## src/rtl/hjg_pkg.sv

```systemverilog
package hjg_pkg;

  localparam int unsigned MAX_SAMPLES  = 255;
  localparam int unsigned BASE_SAMPLES = 32;

  localparam int unsigned IN_W   = 64;
  localparam int unsigned OUT_W  = 96;
  localparam int unsigned ADDR_W = 4;
  localparam int unsigned DATA_W = 32;

  localparam int unsigned RATIO_W = 12;
  localparam int unsigned RES_W   = 15;
  localparam int unsigned IDX_W   = 8;

  // shared serial divider
  localparam int unsigned DVD_W = 27;
  localparam int unsigned DVS_W = 15;
  localparam int unsigned LEN_W = 5;

  localparam logic [1:0] REG_RATIO  = 2'd0;
  localparam logic [1:0] REG_WIDTH  = 2'd1;
  localparam logic [1:0] REG_HEIGHT = 2'd2;

  typedef enum logic [3:0] {
    ST_IDLE,
    ST_SQR,
    ST_CNT,
    ST_MOD,
    ST_DIG,
    ST_HDIV,
    ST_XDIV,
    ST_YDIV,
    ST_OUT
  } state_t;

  typedef struct packed {
    logic             start;
    logic [LEN_W-1:0] len;
  } div_req_t;

endpackage

```

## src/rtl/hjg_div.sv

```systemverilog
module hjg_div (
  input  logic                      clk,
  input  logic                      rst_n,
  input  hjg_pkg::div_req_t         req,
  input  logic [hjg_pkg::DVD_W-1:0] dvd,
  input  logic [hjg_pkg::DVS_W-1:0] dvs,
  output logic                      done,
  output logic [hjg_pkg::DVD_W-1:0] quo,
  output logic [hjg_pkg::DVS_W-1:0] rem
);
  import hjg_pkg::*;

  // restoring divider, one quotient bit per cycle; the dividend is
  // left-aligned and req.len bits are consumed from its top
  logic             busy_r;
  logic             done_r;
  logic [LEN_W-1:0] cnt_r;
  logic [DVD_W-1:0] dvd_r;
  logic [DVD_W-1:0] quo_r;
  logic [DVS_W-1:0] dvs_r;
  logic [DVS_W-1:0] rem_r;

  logic [DVS_W:0]   rem_sh;
  logic             ge;
  logic [DVS_W:0]   diff;

  always_comb begin
    rem_sh = {rem_r, dvd_r[DVD_W-1]};
    ge     = rem_sh >= {1'b0, dvs_r};
    diff   = rem_sh - {1'b0, dvs_r};
  end

  always_ff @(posedge clk) begin
    if (!rst_n) begin
      busy_r <= 1'b0;
      done_r <= 1'b0;
      cnt_r  <= '0;
    end else begin
      done_r <= 1'b0;
      if (req.start) begin
        busy_r <= 1'b1;
        cnt_r  <= req.len;
      end else if (busy_r) begin
        cnt_r <= cnt_r - LEN_W'(1);
        if (cnt_r == LEN_W'(1)) begin
          busy_r <= 1'b0;
          done_r <= 1'b1;
        end
      end
    end
  end

  always_ff @(posedge clk) begin
    if (req.start) begin
      dvd_r <= dvd;
      dvs_r <= dvs;
      rem_r <= '0;
      quo_r <= '0;
    end else if (busy_r) begin
      dvd_r <= {dvd_r[DVD_W-2:0], 1'b0};
      quo_r <= {quo_r[DVD_W-2:0], ge};
      rem_r <= ge ? diff[DVS_W-1:0] : rem_sh[DVS_W-1:0];
    end
  end

  assign done = done_r;
  assign quo  = quo_r;
  assign rem  = rem_r;

endmodule

```

## src/rtl/halton_jitter_generator.sv

```systemverilog
// channel  | dir | fields (low bit first)
// in_      | in  | tdata: proj_m20[31:0], proj_m21[63:32]
// out_     | out | tdata: new_m20[31:0], new_m21[63:32], jitter_x[79:64], jitter_y[95:80]
// cfg_     | in  | APB, 0x0 upscale_ratio_q8, 0x4 render_width, 0x8 render_height
//
// A shared bit-serial divider does the index modulo (9 steps), the base-3
// inverse and both clip offsets (27 steps each); the base-2 and base-3
// digits are extracted in 8 steps between the modulo and the inverse.
// in_tready is high only while idle; a finished result waits in the output
// register and only the next item's final transfer stalls on out_tready.
// rst_n is synchronous: control and config registers return to their reset values, index to 0.
module halton_jitter_generator #(
  parameter int unsigned MAX_SAMPLES  = hjg_pkg::MAX_SAMPLES,
  parameter int unsigned BASE_SAMPLES = hjg_pkg::BASE_SAMPLES
) (
  input  logic                       clk,
  input  logic                       rst_n,
  input  logic                       in_tvalid,
  output logic                       in_tready,
  input  logic [hjg_pkg::IN_W-1:0]   in_tdata,   // proj_m20, proj_m21
  output logic                       out_tvalid,
  input  logic                       out_tready,
  output logic [hjg_pkg::OUT_W-1:0]  out_tdata,  // new_m20, new_m21, jitter_x, jitter_y
  input  logic                       cfg_psel,
  input  logic                       cfg_penable,
  input  logic                       cfg_pwrite,
  input  logic [hjg_pkg::ADDR_W-1:0] cfg_paddr,
  input  logic [hjg_pkg::DATA_W-1:0] cfg_pwdata,
  output logic [hjg_pkg::DATA_W-1:0] cfg_prdata,
  output logic                       cfg_pready
);
  import hjg_pkg::*;

  localparam logic [IDX_W-1:0] MAX_CNT  = IDX_W'(MAX_SAMPLES);
  localparam logic [31:0]      BASE_MUL = 32'(BASE_SAMPLES);

  state_t state_r, state_nxt;
  logic   launch_r;

  logic [RATIO_W-1:0] ratio_r;
  logic [RES_W-1:0]   width_r;
  logic [RES_W-1:0]   height_r;

  logic [IDX_W-1:0] sample_index_r;
  logic [23:0]      rsq_r;
  logic [IDX_W-1:0] count_r;

  logic [31:0] m20_r, m21_r;
  logic [7:0]  n2_r, n3_r, h2_r;
  logic [9:0]  num_r, den_r;
  logic [2:0]  dig_cnt_r;
  logic [15:0] jy_r;
  logic [31:0] new20_r, new21_r;

  logic             out_valid_r;
  logic [OUT_W-1:0] out_data_r;

  div_req_t         div_req;
  logic [DVD_W-1:0] div_dvd;
  logic [DVS_W-1:0] div_dvs;
  logic             div_done;
  logic [DVD_W-1:0] div_quo;
  logic [DVS_W-1:0] div_rem;

  logic             cfg_wr;
  logic             in_acc;
  logic             load_out;
  logic [15:0]      jx_w;
  logic [15:0]      absx, absy;
  logic [RES_W-1:0] dx, dy;
  logic [IDX_W:0]   idx_inc;
  logic [23:0]      rsq_c;
  logic [31:0]      cnt_prod;
  logic [15:0]      cnt_raw;
  logic [IDX_W-1:0] cnt_clamp;
  logic [15:0]      n3_prod;
  logic [7:0]       n3_q;
  logic [1:0]       n3_d;
  logic [11:0]      num3;
  logic [11:0]      den3;
  logic [IDX_W-1:0] n_next;

  function automatic logic [31:0] sat34(input logic [33:0] v);
    if (!v[33] && (v[32:31] != 2'b00)) begin
      sat34 = 32'h7FFF_FFFF;
    end else if (v[33] && (v[32:31] != 2'b11)) begin
      sat34 = 32'h8000_0000;
    end else begin
      sat34 = v[31:0];
    end
  endfunction

  function automatic logic [31:0] apply_off(input logic [31:0] m, input logic [24:0] q,
                                            input logic add);
    logic [33:0] me;
    logic [33:0] qe;
    me = {{2{m[31]}}, m};
    qe = {9'b0, q};
    apply_off = sat34(add ? me + qe : me - qe);
  endfunction

  assign cfg_wr = cfg_psel && cfg_penable && cfg_pwrite && cfg_pready;
  assign in_acc = in_tvalid && in_tready;

  always_comb begin
    jx_w    = {~h2_r[7], h2_r[6:0], 8'h00};
    absx    = jx_w[15] ? 16'(~jx_w + 16'd1) : jx_w;
    absy    = jy_r[15] ? 16'(~jy_r + 16'd1) : jy_r;
    dx      = (width_r == '0) ? RES_W'(1) : width_r;
    dy      = (height_r == '0) ? RES_W'(1) : height_r;
    idx_inc = {1'b0, sample_index_r} + (IDX_W+1)'(1);
    n_next  = div_rem[IDX_W-1:0] + IDX_W'(1);

    rsq_c     = (rsq_r < 24'h01_0000) ? 24'h01_0000 : rsq_r;
    cnt_prod  = 32'(rsq_c) * BASE_MUL;
    cnt_raw   = cnt_prod[31:16];
    if (cnt_raw == 16'd0) begin
      cnt_clamp = IDX_W'(1);
    end else if (cnt_raw > 16'(MAX_CNT)) begin
      cnt_clamp = MAX_CNT;
    end else begin
      cnt_clamp = cnt_raw[IDX_W-1:0];
    end

    // n/3 by reciprocal, exact for 8-bit n
    n3_prod = 16'(n3_r) * 16'd171;
    n3_q    = {1'b0, n3_prod[15:9]};
    n3_d    = 2'(n3_r - 8'(n3_q * 8'd3));
    num3    = 12'(num_r) * 12'd3 + 12'(n3_d);
    den3    = 12'(den_r) * 12'd3;
  end

  // next state
  always_comb begin
    state_nxt = state_r;
    case (state_r)
      ST_IDLE: if (in_tvalid) state_nxt = ST_SQR;
      ST_SQR:  state_nxt = ST_CNT;
      ST_CNT:  state_nxt = ST_MOD;
      ST_MOD:  if (div_done) state_nxt = ST_DIG;
      ST_DIG:  if (dig_cnt_r == 3'd7) state_nxt = ST_HDIV;
      ST_HDIV: if (div_done) state_nxt = ST_XDIV;
      ST_XDIV: if (div_done) state_nxt = ST_YDIV;
      ST_YDIV: if (div_done) state_nxt = ST_OUT;
      ST_OUT:  if (!out_valid_r || out_tready) state_nxt = ST_IDLE;
      default: state_nxt = ST_IDLE;
    endcase
  end

  // outputs of the sequencer
  always_comb begin
    in_tready     = (state_r == ST_IDLE);
    load_out      = (state_r == ST_OUT) && (!out_valid_r || out_tready);
    div_req.start = launch_r && (state_r inside {ST_MOD, ST_HDIV, ST_XDIV, ST_YDIV});
    div_req.len   = LEN_W'(DVD_W);
    div_dvd       = '0;
    div_dvs       = DVS_W'(1);
    case (state_r)
      ST_MOD: begin
        div_req.len = LEN_W'(IDX_W + 1);
        div_dvd     = {idx_inc, (DVD_W-IDX_W-1)'(0)};
        div_dvs     = DVS_W'(count_r);
      end
      ST_HDIV: begin
        div_dvd = {num_r, 17'b0} + DVD_W'(den_r);
        div_dvs = DVS_W'({den_r, 1'b0});
      end
      ST_XDIV: begin
        div_dvd = {2'b0, absx, 9'b0} + DVD_W'(dx[RES_W-1:1]);
        div_dvs = dx;
      end
      ST_YDIV: begin
        div_dvd = {2'b0, absy, 9'b0} + DVD_W'(dy[RES_W-1:1]);
        div_dvs = dy;
      end
      default: ;
    endcase
  end

  hjg_div u_div (
    .clk  (clk),
    .rst_n(rst_n),
    .req  (div_req),
    .dvd  (div_dvd),
    .dvs  (div_dvs),
    .done (div_done),
    .quo  (div_quo),
    .rem  (div_rem)
  );

  always_ff @(posedge clk) begin
    if (!rst_n) begin
      state_r        <= ST_IDLE;
      launch_r       <= 1'b0;
      out_valid_r    <= 1'b0;
      sample_index_r <= '0;
      dig_cnt_r      <= '0;
      ratio_r        <= RATIO_W'(256);
      width_r        <= RES_W'(1920);
      height_r       <= RES_W'(1080);
    end else begin
      state_r  <= state_nxt;
      launch_r <= (state_nxt != state_r);
      if (load_out) begin
        out_valid_r <= 1'b1;
      end else if (out_tready) begin
        out_valid_r <= 1'b0;
      end
      if ((state_r == ST_MOD) && div_done) begin
        sample_index_r <= div_rem[IDX_W-1:0];
        dig_cnt_r      <= '0;
      end else if (state_r == ST_DIG) begin
        dig_cnt_r <= dig_cnt_r + 3'd1;
      end
      if (cfg_wr) begin
        case (cfg_paddr[3:2])
          REG_RATIO:  ratio_r  <= cfg_pwdata[RATIO_W-1:0];
          REG_WIDTH:  width_r  <= cfg_pwdata[RES_W-1:0];
          REG_HEIGHT: height_r <= cfg_pwdata[RES_W-1:0];
          default: ;
        endcase
      end
    end
  end

  always_ff @(posedge clk) begin
    if (in_acc) begin
      m20_r <= in_tdata[31:0];
      m21_r <= in_tdata[63:32];
    end
    if (state_r == ST_SQR) begin
      rsq_r <= 24'(ratio_r) * 24'(ratio_r);
    end
    if (state_r == ST_CNT) begin
      count_r <= cnt_clamp;
    end
    if ((state_r == ST_MOD) && div_done) begin
      n2_r  <= n_next;
      n3_r  <= n_next;
      h2_r  <= '0;
      num_r <= '0;
      den_r <= 10'd1;
    end
    if (state_r == ST_DIG) begin
      h2_r <= {h2_r[6:0], n2_r[0]};
      n2_r <= {1'b0, n2_r[7:1]};
      if (n3_r != 8'd0) begin
        num_r <= num3[9:0];
        den_r <= den3[9:0];
        n3_r  <= n3_q;
      end
    end
    if ((state_r == ST_HDIV) && div_done) begin
      jy_r <= {~div_quo[15], div_quo[14:0]};
    end
    if ((state_r == ST_XDIV) && div_done) begin
      new20_r <= apply_off(m20_r, div_quo[24:0], jx_w[15]);
    end
    if ((state_r == ST_YDIV) && div_done) begin
      new21_r <= apply_off(m21_r, div_quo[24:0], !jy_r[15]);
    end
    if (load_out) begin
      out_data_r <= {jy_r, jx_w, new21_r, new20_r};
    end
  end

  always_comb begin
    case (cfg_paddr[3:2])
      REG_RATIO:  cfg_prdata = DATA_W'(ratio_r);
      REG_WIDTH:  cfg_prdata = DATA_W'(width_r);
      REG_HEIGHT: cfg_prdata = DATA_W'(height_r);
      default:    cfg_prdata = '0;
    endcase
  end

  assign cfg_pready = 1'b1;
  assign out_tvalid = out_valid_r;
  assign out_tdata  = out_data_r;

endmodule

```

## config.mk

```make
export PLATFORM = sky130hd
export DESIGN_NAME = halton_jitter_generator
export DESIGN_NICKNAME = d
export VERILOG_FILES = /design/src/rtl/hjg_pkg.sv /design/src/rtl/hjg_div.sv /design/src/rtl/halton_jitter_generator.sv
export SDC_FILE = /design/constraint.sdc
export NUM_CORES = 1
export LEC_CHECK = 0
export BUFFER_PORTS_ARGS = -buffer_cell sky130_fd_sc_hd__buf_2
export CAP_MARGIN = 5
export CORE_MARGIN = 3
export CORE_UTILIZATION = 50
export DETAILED_ROUTE_END_ITERATION = 16
export PLACE_DENSITY_LB_ADDON = 0.2
export SLEW_MARGIN = 10
export SYNTH_ARGS = -nofsm -noshare
export SYNTH_HDL_FRONTEND = slang
export SYNTH_SLANG_ARGS = --single-unit
```

## constraint.sdc

```tcl
create_clock -name clk -period 8.8 [get_ports clk]
set_input_delay 1.32 -clock clk [delete_from_list [all_inputs] [get_ports clk]]
set_output_delay 1.32 -clock clk [all_outputs]
set_load 0.01 [all_outputs]
```

### After elaboration in Yosys (flattened, before gate mapping)

Cells that the tools add are included.

* register bits after elaboration: 456
* latch bits: 0
* memory bits (writable): 0
* bits in read-only memories: 0
* input bits: 107
* output and inout port bits: 131
* word-level logic and storage cells: 156
* memories kept: 0

* add/subtract/negate cells: 16
* $mul: 5
* div/mod/pow operators: 0
* magnitude comparators: 3
* equality and inequality tests: 15
* shift-type cells: 0
* muxes and demuxes: 46
* bitwise logic cells: 6
* reduce and logical (&&, ||, !) cells: 35

Operators with widths (count)
* 27-bit case mux with 4 select lines: 1
* 34-bit two-way mux: 2
* 32-bit by 26-bit adder with 33-bit output: 2
* 32-bit by 26-bit subtractor with 33-bit output: 2
* 32-bit two-way mux: 2
* 10-bit two-way mux: 6
* 15-bit case mux with 4 select lines: 1
* 27-bit two-way mux: 2
* 25-bit by 14-bit adder with 26-bit output: 2
* 8-bit two-way mux: 6
* 15-bit two-way mux: 3
* 15-bit case mux with 3 select lines: 1
* 4-bit case mux with 9 select lines: 1
* 16-bit by 1-bit adder with 16-bit output (second input constant): 2
* 16-bit two-way mux: 2
* 16-bit inverter: 2
* 15-bit zero test: 2
* 4-bit two-way mux: 7
* 27-bit by 10-bit adder with 27-bit output: 1
* 24-bit by 17-bit less-than comparator with 1-bit output (second input constant): 1
* 12-bit by 12-bit multiplier with 24-bit output: 1
* 24-bit two-way mux: 1
* 10-bit by 2-bit multiplier with 10-bit output (second input constant): 2
* 4-bit by 3-bit == test with 1-bit output (second input constant): 4
* 36 further kinds: 70

### Depth between registers and ports, before layout

Gate-level depths: netlist of run 1.

* depth in word-level cells: 7
* mapped depth: 27
* depth with buffers taken out: 27

### By module

Synthesis of run 1 repeated with hierarchy kept, for this count alone.

* cell total of the unflattened synthesis: 2722
* area total of the unflattened synthesis: 28198.3 um^2

By module, submodules not included
* halton_jitter_generator: times used 1, cells an instance 2341, area each 23943.0 um^2, sequential area each 9819.4 um^2
* hjg_div: times used 1, cells an instance 381, area each 4255.3 um^2, sequential area each 2242.2 um^2

### Least setup slack after synthesis of run 1

Ideal clock, no wire load.

* path kind: register to register
* from: register n3_r[1]
* to: register num_r[9]
* library setup time: 0.062 ns
* arrival: 6.184 ns
* required time: 8.738 ns
* slack: 2.554 ns
* cell stages (with the launch flop): 27
* path buffers: 0
* clock period less this slack: 6.246 ns
* cells stage by stage: dfxtp_1 > ha_1 > fa_1 > fa_1 > inv_1 > fa_1 > inv_1 > ha_1 > o21a_1 > o21ai_0 > xnor2_1 > ha_1 > xnor2_1 > xnor2_1 > xnor2_1 > fa_1 > ha_1 > fa_1 > a21o_1 > a21oi_1 > o21bai_1 > a21oi_1 > o21bai_1 > a21oi_1 > xnor2_1 > or3_1 > nand3_1

* cells in the longest elaborated chain, start to end: 6
* elaborated cells on any way between the ends: 7
* classes of those cells: add/sub: 2; mul: 2; mux: 2; reduce/logical: 1

Ends and longest elaborated chain
* start, declared: line halton_jitter_generator.sv:49 `logic [7:0] n2_r, n3_r, h2_r;`
* start signal, assigned: line halton_jitter_generator.sv:239 `n3_r <= n_next;`
* start signal, assigned: line halton_jitter_generator.sv:250 `n3_r <= n3_q;`
* 8-bit by 8-bit multiplier with 16-bit output: line halton_jitter_generator.sv:126 `n3_prod = 16'(n3_r) * 16'd171;`
* 7-bit by 2-bit multiplier with 2-bit output: line halton_jitter_generator.sv:128 `n3_d = 2'(n3_r - 8'(n3_q * 8'd3));`
* 2-bit subtractor: line halton_jitter_generator.sv:128
* 10-bit by 2-bit adder with 10-bit output: line halton_jitter_generator.sv:129 `num3 = 12'(num_r) * 12'd3 + 12'(n3_d);`
* 10-bit two-way mux *: line halton_jitter_generator.sv:247 `if (n3_r != 8'd0) begin`
* 10-bit two-way mux *: line halton_jitter_generator.sv:244 `if (state_r == ST_DIG) begin`
* end signal, assigned: line halton_jitter_generator.sv:248 `num_r <= num3[9:0];`
* end, declared: line halton_jitter_generator.sv:50 `logic [9:0] num_r, den_r;`

Every way passes the cells marked *; elsewhere a longest branch is shown, timed or not.
A chain may end at the register's enable or synchronous reset.

### Worst setup path in the final report of run 1

Same ends and word-level chain as after synthesis.

==> metrics.txt, run 1 <==
run status finished, final reports clean; drt wl/cell 18.9 um; Slew Viols, Final 0; Worst path slowest cell fa_1; most instantiated cells after synthesis 311 x edfxtp_1, 267 x nand2_1, 218 x ha_1; TritonCTS Sinks 445; post-route non-filler standard cell count 3666; Die Y 244 um; Comb power frac 16.0%; Critical Path AT 7.45 ns; clock buffer count from CTS 49; IO buf count 192; area grow syn2layout 10.9%; first-pass GRT wire length 110000 um; final core occ 56.6%; Die W 244 um; top-area cell type share of the netlist area 33.0%; Starting Density 51.0%; Tmin final 6.93 ns; CP max FO 7; Max Root-Sink Buffers 3; unrepaired setup endpoints after global routing no; flop2flop setup slack 1.87 ns; biggest area consumer among synthesized cells edfxtp_1; Final ANT Viol Nets 0; hold endpoint out_tdata[60]; clk slew on worst S/H paths 0.06 ns; max cap viols 0; number of flops mapped to enable cells by yosys 311; Cell Area, Synth 28300 um2; Seq cells post-synth 445; hold_buf cts 0; async set-reset flop share out of synthesis 0%; final setup vio count 0; Total Wirelength 69400 um; Psw 1480 uW; WHS Path Cells 0; die footprint 59500 um2; FF-to-FF path depth 26; critical path class reg -> reg; Post-DP HPWL 52000 um; Mapped Cells 2741; CTS resizes 0; initial antenna violation count 5; Layout Nets 3303; diode count 0; Synth cell types 92; Seq/Total Area, Yosys 42.4%; syn avg cell area 10.3 um2; vias in the first global route 20300; CTS tree done; post-route clock period utilization 78.7%; Core Box Area 55500 um2; # H-tree levels 2; FF-to-FF End num_r[9]; largest net degree at the start of global routing 89; crit-path leading delay family adder cells; Post-Place Cells 3578; Sw Share 27.4%; CP max stage delay 0.53 ns; Main synth FF type edfxtp_1; Pint 3910 uW; gr usage total 23.1%; power share of the sequential group 44.9%; Clock power frac 39.2%; I/O pin cnt 238; RR Startpoint n3_r[1]; fraction of layout cells with a size suffix above 1 12.7%; fmax 144 MHz; GPL Wtd Cong 0.900; relative slew slack 20.2%; Max Clock Skew 0.0176 ns; Area contributors post-synth edfxtp_1 33%, ha_1 9.6%, dfxtp_1 9.5%; Warnings, synthesis 0; total power 5380 uW; setup bufs post-CTS 0; vias post-DR 20500; Final Hold Fails 0; std cell rows 86; CP bufs+invs 2; setup TNS 0 ns; via density per instance 5.58; CP endpoint kind flip-flop; Leak 0.0131 uW; HP Class reg -> reg; # DRC 0; Worst-Skew Late Latency 0.59 ns; crit path launch type flip-flop; pin slew with the least headroom to its limit 1.20 ns; Fill cells 4890; drt first pass iters 6; worst vdd ir 0.138 mV; root buf cell clkbuf_16; total congestion overflow 0; Min-Delay Startpoint new21_r[28]; count leader, synth edfxtp_1; power density over cell area 171 nW/um2; Req. time, crit path 9.32 ns; Initial DRC Count 1275
## kinds of logic after synthesis
kind of cell / count (synthesis) / synth area share (%)
flops: 445 / 42.4
compound gates: 579 / 13.4
buf+inv: 341 / 5.12
fa+ha+maj: 324 / 16.8
xor+xnor: 203 / 6.56
simple gates: 782 / 13.3
mux: 65 / 2.35
other cells: 2 / 0.0265
## registers in the layout, summed over array words and instances, names as in the netlist, 16 cells and up
register	count
u_div.quo	25
out_tdata	88
jy_r	16
new21_r	32
m21_r	32
new20_r	32
m20_r	32
u_div.dvd_r	27
## stage by stage
stage | worst slack [ns] | hold slack, ns | instance area (um2)
3_5_place_dp | 1.85 | 0.405 | 29800
3_3_place_gp | 2.03 | 0.401 | 29800
2_1_floorplan | 2.55 | 0.400 | 28400
6_report | 1.87 | 0.416 | 31400
5_1_grt | 1.44 | 0.422 | 31400
4_1_cts | 1.82 | 0.417 | 31400
## how the worst max path moves through the flow
stage               startpoint       end  slack, ns  cells past startpoint
finish                 n3_r[1]  num_r[9]       1.87                     26
global route           n3_r[1]  num_r[9]       1.44                     26
CTS                    n3_r[1]  num_r[9]       1.82                     26
detailed placement     n3_r[1]  num_r[9]       1.85                     26
global placement       n3_r[1]  num_r[9]       2.03                     26
floorplan              n3_r[1]  num_r[9]       2.55                     26
## power groups by stage
stage | Clock [uW] | Sequential (uW) | Combinational (uW)
2_1_floorplan | 0 | 2420 | 678
3_3_place_gp | 0 | 2460 | 829
3_5_place_dp | 0 | 2460 | 849
4_1_cts | 2150 | 2410 | 857
5_1_grt | 2240 | 2420 | 959
6_report | 2110 | 2410 | 859
## final cells by class
class	instances	area, um2	share of cell area [%]
timing repair buffer	214	1130	3.60
tap	748	936	2.98
multi-input combinational	1979	15000	47.6
clock inverter	32	338	1.08
sequential	445	12000	38.3
clock buffer	56	1290	4.12
inverter	192	721	2.30
## worst reg2reg max path, stage by stage, from the launching register on
cell and delay [ns]:
dfxtp_1 0.49, ha_1 0.32, fa_1 0.49, fa_1 0.53
inv_1 0.06, fa_1 0.52, inv_1 0.05, ha_1 0.29
o21a_1 0.10, o21ai_0 0.49, xnor2_1 0.18, ha_1 0.22
xnor2_1 0.17, xnor2_1 0.16, xnor2_1 0.16, fa_1 0.45
ha_1 0.23, fa_1 0.41, a21o_1 0.18, a21oi_1 0.23
o21bai_1 0.09, a21oi_1 0.26, o21bai_1 0.11, a21oi_1 0.20
xnor2_1 0.10, or3_1 0.31, nand3_1 0.07
## routing by layer
| metal | routed length (um) | global-route usage (%) |
|---|---|---|
| met5 | 63 | 0 |
| met4 | 2260 | 8.04 |
| met3 | 3760 | 3.55 |
| met2 | 32400 | 38.1 |
| met1 | 31000 | 31.2 |
## cell usage in the layout (no fill, tap or decap), types with 19 or more instances in the layout
cell	n
mux2i_1	52
a21o_1	62
and2_1	65
edfxtp_1	311
nor2b_1	31
o21bai_1	23
xor2_1	67
a21oi_1	142
conb_1	26
ha_1	218
a21boi_0	48
nand2_1	267
fa_1	97
nand3_1	58
buf_2	192
nand2b_1	19
inv_1	191
a31oi_1	22
xnor2_1	130
nor3_1	36
dfxtp_1	133
nor2_1	190
buf_4	21
clkbuf_16	50
o21ai_0	118
Note: power is estimated with default switching activity, not from simulation.
==> inputs of run 2 (changes only) <==
Settings changed: ABC_AREA set to 1.
Clock period 8.8 ns to 5.62 ns, I/O delays scaled along.
==> metrics.txt, run 2 <==
run status finished, final reports clean (unchanged); Pint 8190 uW (was 3910 uW); top-area cell type share of the netlist area 31.9% (was 33.0%); vias in the first global route 21900 (was 20300); post-route non-filler standard cell count 4451 (was 3666); Die Y 248 um (was 244 um); Starting Density 50.6% (was 51.0%); pin slew with the least headroom to its limit 1.13 ns (was 1.20 ns); TritonCTS Sinks 445 (unchanged); I/O pin cnt 238 (unchanged); clk slew on worst S/H paths 0.06 ns (about the same); setup TNS 0 ns (unchanged); Total Wirelength 74900 um (was 69400 um); power density over cell area 422 nW/um2 (was 171 nW/um2); Die W 248 um (was 244 um); Seq cells post-synth 445 (unchanged); GPL Wtd Cong 0.928 (was 0.900); Worst-Skew Late Latency 0.61 ns (was 0.59 ns); largest net degree at the start of global routing 53 (was 89); Final ANT Viol Nets 0 (unchanged); Sw Share 40.6% (was 27.4%); Post-Place Cells 4358 (was 3578); clock buffer count from CTS 48 (was 49); HP Class in -> reg (was reg -> reg); count leader, synth nand2_1 (was edfxtp_1); post-route clock period utilization 97.6% (was 78.7%); std cell rows 88 (was 86); crit path launch type flip-flop (unchanged); Layout Nets 4067 (was 3303); drt wl/cell 16.8 um (was 18.9 um); Slew Viols, Final 0 (unchanged); vias post-DR 23500 (was 20500); Comb power frac 47.9% (was 16.0%); fraction of layout cells with a size suffix above 1 10.7% (was 12.7%); drt first pass iters 5 (was 6); Clock power frac 22.1% (was 39.2%); hold_buf cts 0 (unchanged); Critical Path AT 5.94 ns (was 7.45 ns); async set-reset flop share out of synthesis 0% (unchanged); relative slew slack 24.1% (was 20.2%); Req. time, crit path 6.08 ns (was 9.32 ns); Area contributors post-synth edfxtp_1 32%, nand2_1 11%, ha_1 9.3% (was edfxtp_1 33%, ha_1 9.6%, dfxtp_1 9.5%); # H-tree levels 2 (unchanged); Warnings, synthesis 0 (unchanged); Psw 5610 uW (was 1480 uW); Synth cell types 63 (was 92); power share of the sequential group 30.1% (was 44.9%); top layer in use met5 (unchanged); met2 WL 32900 um (was 32400 um); most frequent cells in the layout 815 x nand2_1, 476 x inv_1, 311 x edfxtp_1 (was 311 x edfxtp_1, 267 x nand2_1, 218 x ha_1); Final Hold Fails 0 (unchanged); Seq/Total Area, Yosys 41.1% (was 42.4%); Cell Area, Synth 29300 um2 (was 28300 um2); Max Clock Skew 0.0273 ns (was 0.0176 ns); Initial DRC Count 1986 (was 1275); first-pass GRT wire length 117000 um (was 110000 um); biggest area consumer among synthesized cells edfxtp_1 (unchanged); total power 13800 uW (was 5380 uW); max cap viols 0 (unchanged); via density per instance 5.28 (was 5.58); root buf cell clkbuf_16 (unchanged); die footprint 61500 um2 (was 59500 um2); CP max stage delay 0.49 ns (was 0.53 ns); final setup vio count 0 (unchanged); total congestion overflow 0 (unchanged); gr usage total 24.2% (was 23.1%); Main synth FF type edfxtp_1 (unchanged); area grow syn2layout 11.6% (was 10.9%); CP endpoint kind flip-flop (unchanged); Max Root-Sink Buffers 3 (unchanged); initial antenna violation count 4 (was 5); # DRC 0 (unchanged); flop2flop setup slack 0.13 ns (was 1.87 ns); most common cell after layout, fill and taps aside nand2_1 (was edfxtp_1); Fill cells 5350 (was 4890); Worst path slowest cell fa_1 (unchanged); Leak 0.0152 uW (was 0.0131 uW); Post-DP HPWL 58600 um (was 52000 um); Mapped Cells 3448 (was 2741); unrepaired setup endpoints after global routing yes (was no); Largest register FFs 88 (unchanged); fmax 182 MHz (was 144 MHz); M1 wire length 35100 um (was 31000 um); Core Box Area 57800 um2 (was 55500 um2); CP max FO 3 (was 7); number of flops mapped to enable cells by yosys 311 (unchanged); most instantiated cells after synthesis 819 x nand2_1, 480 x inv_1, 311 x edfxtp_1 (was 311 x edfxtp_1, 267 x nand2_1, 218 x ha_1); IO buf count 192 (unchanged); syn avg cell area 8.49 um2 (was 10.3 um2); CTS tree done (unchanged); Tmin final 5.49 ns (was 6.93 ns); worst vdd ir 0.607 mV (was 0.138 mV); met3 WL 4810 um (was 3760 um); critical path class reg -> reg (unchanged)
==> run 2: cell count changes after synthesis, sizes merged, moves of 41 or more <==
cell    before  now
o22ai        2   47
and2        66    0
nor2       193  267
o21ai      137  223
nand2      271  832
mux2i       52    0
nand3       58  134
a21boi      48    2
xnor2      135   23
a21oi      158  199
a21o        62    7
inv        192  503
==> run 2: what timing repair did <==
action	in CTS	in global routing
setup buffers	1	1
setup endpoints to repair	5	5
pin swaps	16	11
resized for setup	14	10
==> run 2: final cells by class <==
type | count | area [um2] | share of cell area, %
clock buffers | 56 | 1250 | 3.83
diodes | 2 | 5.00 | 0.0153
clock inverters | 33 | 249 | 0.762
flip-flops and latches | 445 | 12000 | 36.8
well taps | 765 | 957 | 2.93
multi-input cells | 2407 | 15000 | 45.8
inverters | 505 | 1900 | 5.80
repair buffers | 238 | 1320 | 4.04
==> run 2: kinds of logic (layout without fill, tap and decap cells) <==
group | after synthesis | after routing | synth area share [%]
AO/OA/AOI/OAI | 586 | 586 | 11.3
XOR/XNOR | 120 | 120 | 3.59
adder cells (fa/ha/maj) | 315 | 315 | 15.9
buffers and inverters | 620 | 832 | 8.54
flip-flops | 445 | 445 | 41.1
multiplexers | 1 | 1 | 0.0385
other | 2 | 28 | 0.0257
AND/OR/NAND/NOR | 1359 | 1359 | 19.5
==> run 2: path summary, 6_finish.rpt <==
kind,start,end,cells after the start
setup / recovery,n3_r[1],num_r[7],28
hold / removal,in_tdata[63],m21_r[31],1
setup reg to reg,n3_r[1],num_r[7],28
hold reg to reg,new21_r[0],out_tdata[32],0
==> run 2: power by group through the flow <==
| stage | Combinational (uW) | Sequential, uW | Clock [uW] |
|---|---|---|---|
| 2_1_floorplan | 4610 | 4130 | 0 |
| 3_3_place_gp | 6060 | 4200 | 0 |
| 3_5_place_dp | 6110 | 4210 | 0 |
| 4_1_cts | 6410 | 4140 | 3110 |
| 5_1_grt | 7570 | 4180 | 3240 |
| 6_report | 6610 | 4150 | 3050 |
==> run 2: through the flow <==
step	area [um2]	util, %	setup WS [ns]	hold slack [ns]
5_1_grt	32700	56.5	-0.111	0.388
6_report	32700	56.5	0.134	0.411
2_1_floorplan	29400	-	0.0108	0.400
3_5_place_dp	31100	53.7	-0.278	0.405
4_1_cts	32600	56.4	0.0113	0.370
3_3_place_gp	31100	53.7	-0.226	0.402
==> run 2: routing by layer <==
metal	up-vias	global-route usage, %
li1	11800	-
met1	10900	35.4
met2	680	37.1
met3	121	3.72
met4	6	7.12
met5	-	1.03
==> run 2: critical path, delay by kind of cell, from the launching register on <==
family | cells | cell delay (ns)
and+or+nand+nor | 6 | 0.48
DFF | 1 | 0.33
AOI/OAI and AO/OA | 5 | 0.60
xor gates and xnor gates | 4 | 0.63
buffers and inverters | 4 | 0.21
adders and majority gates | 9 | 3.07
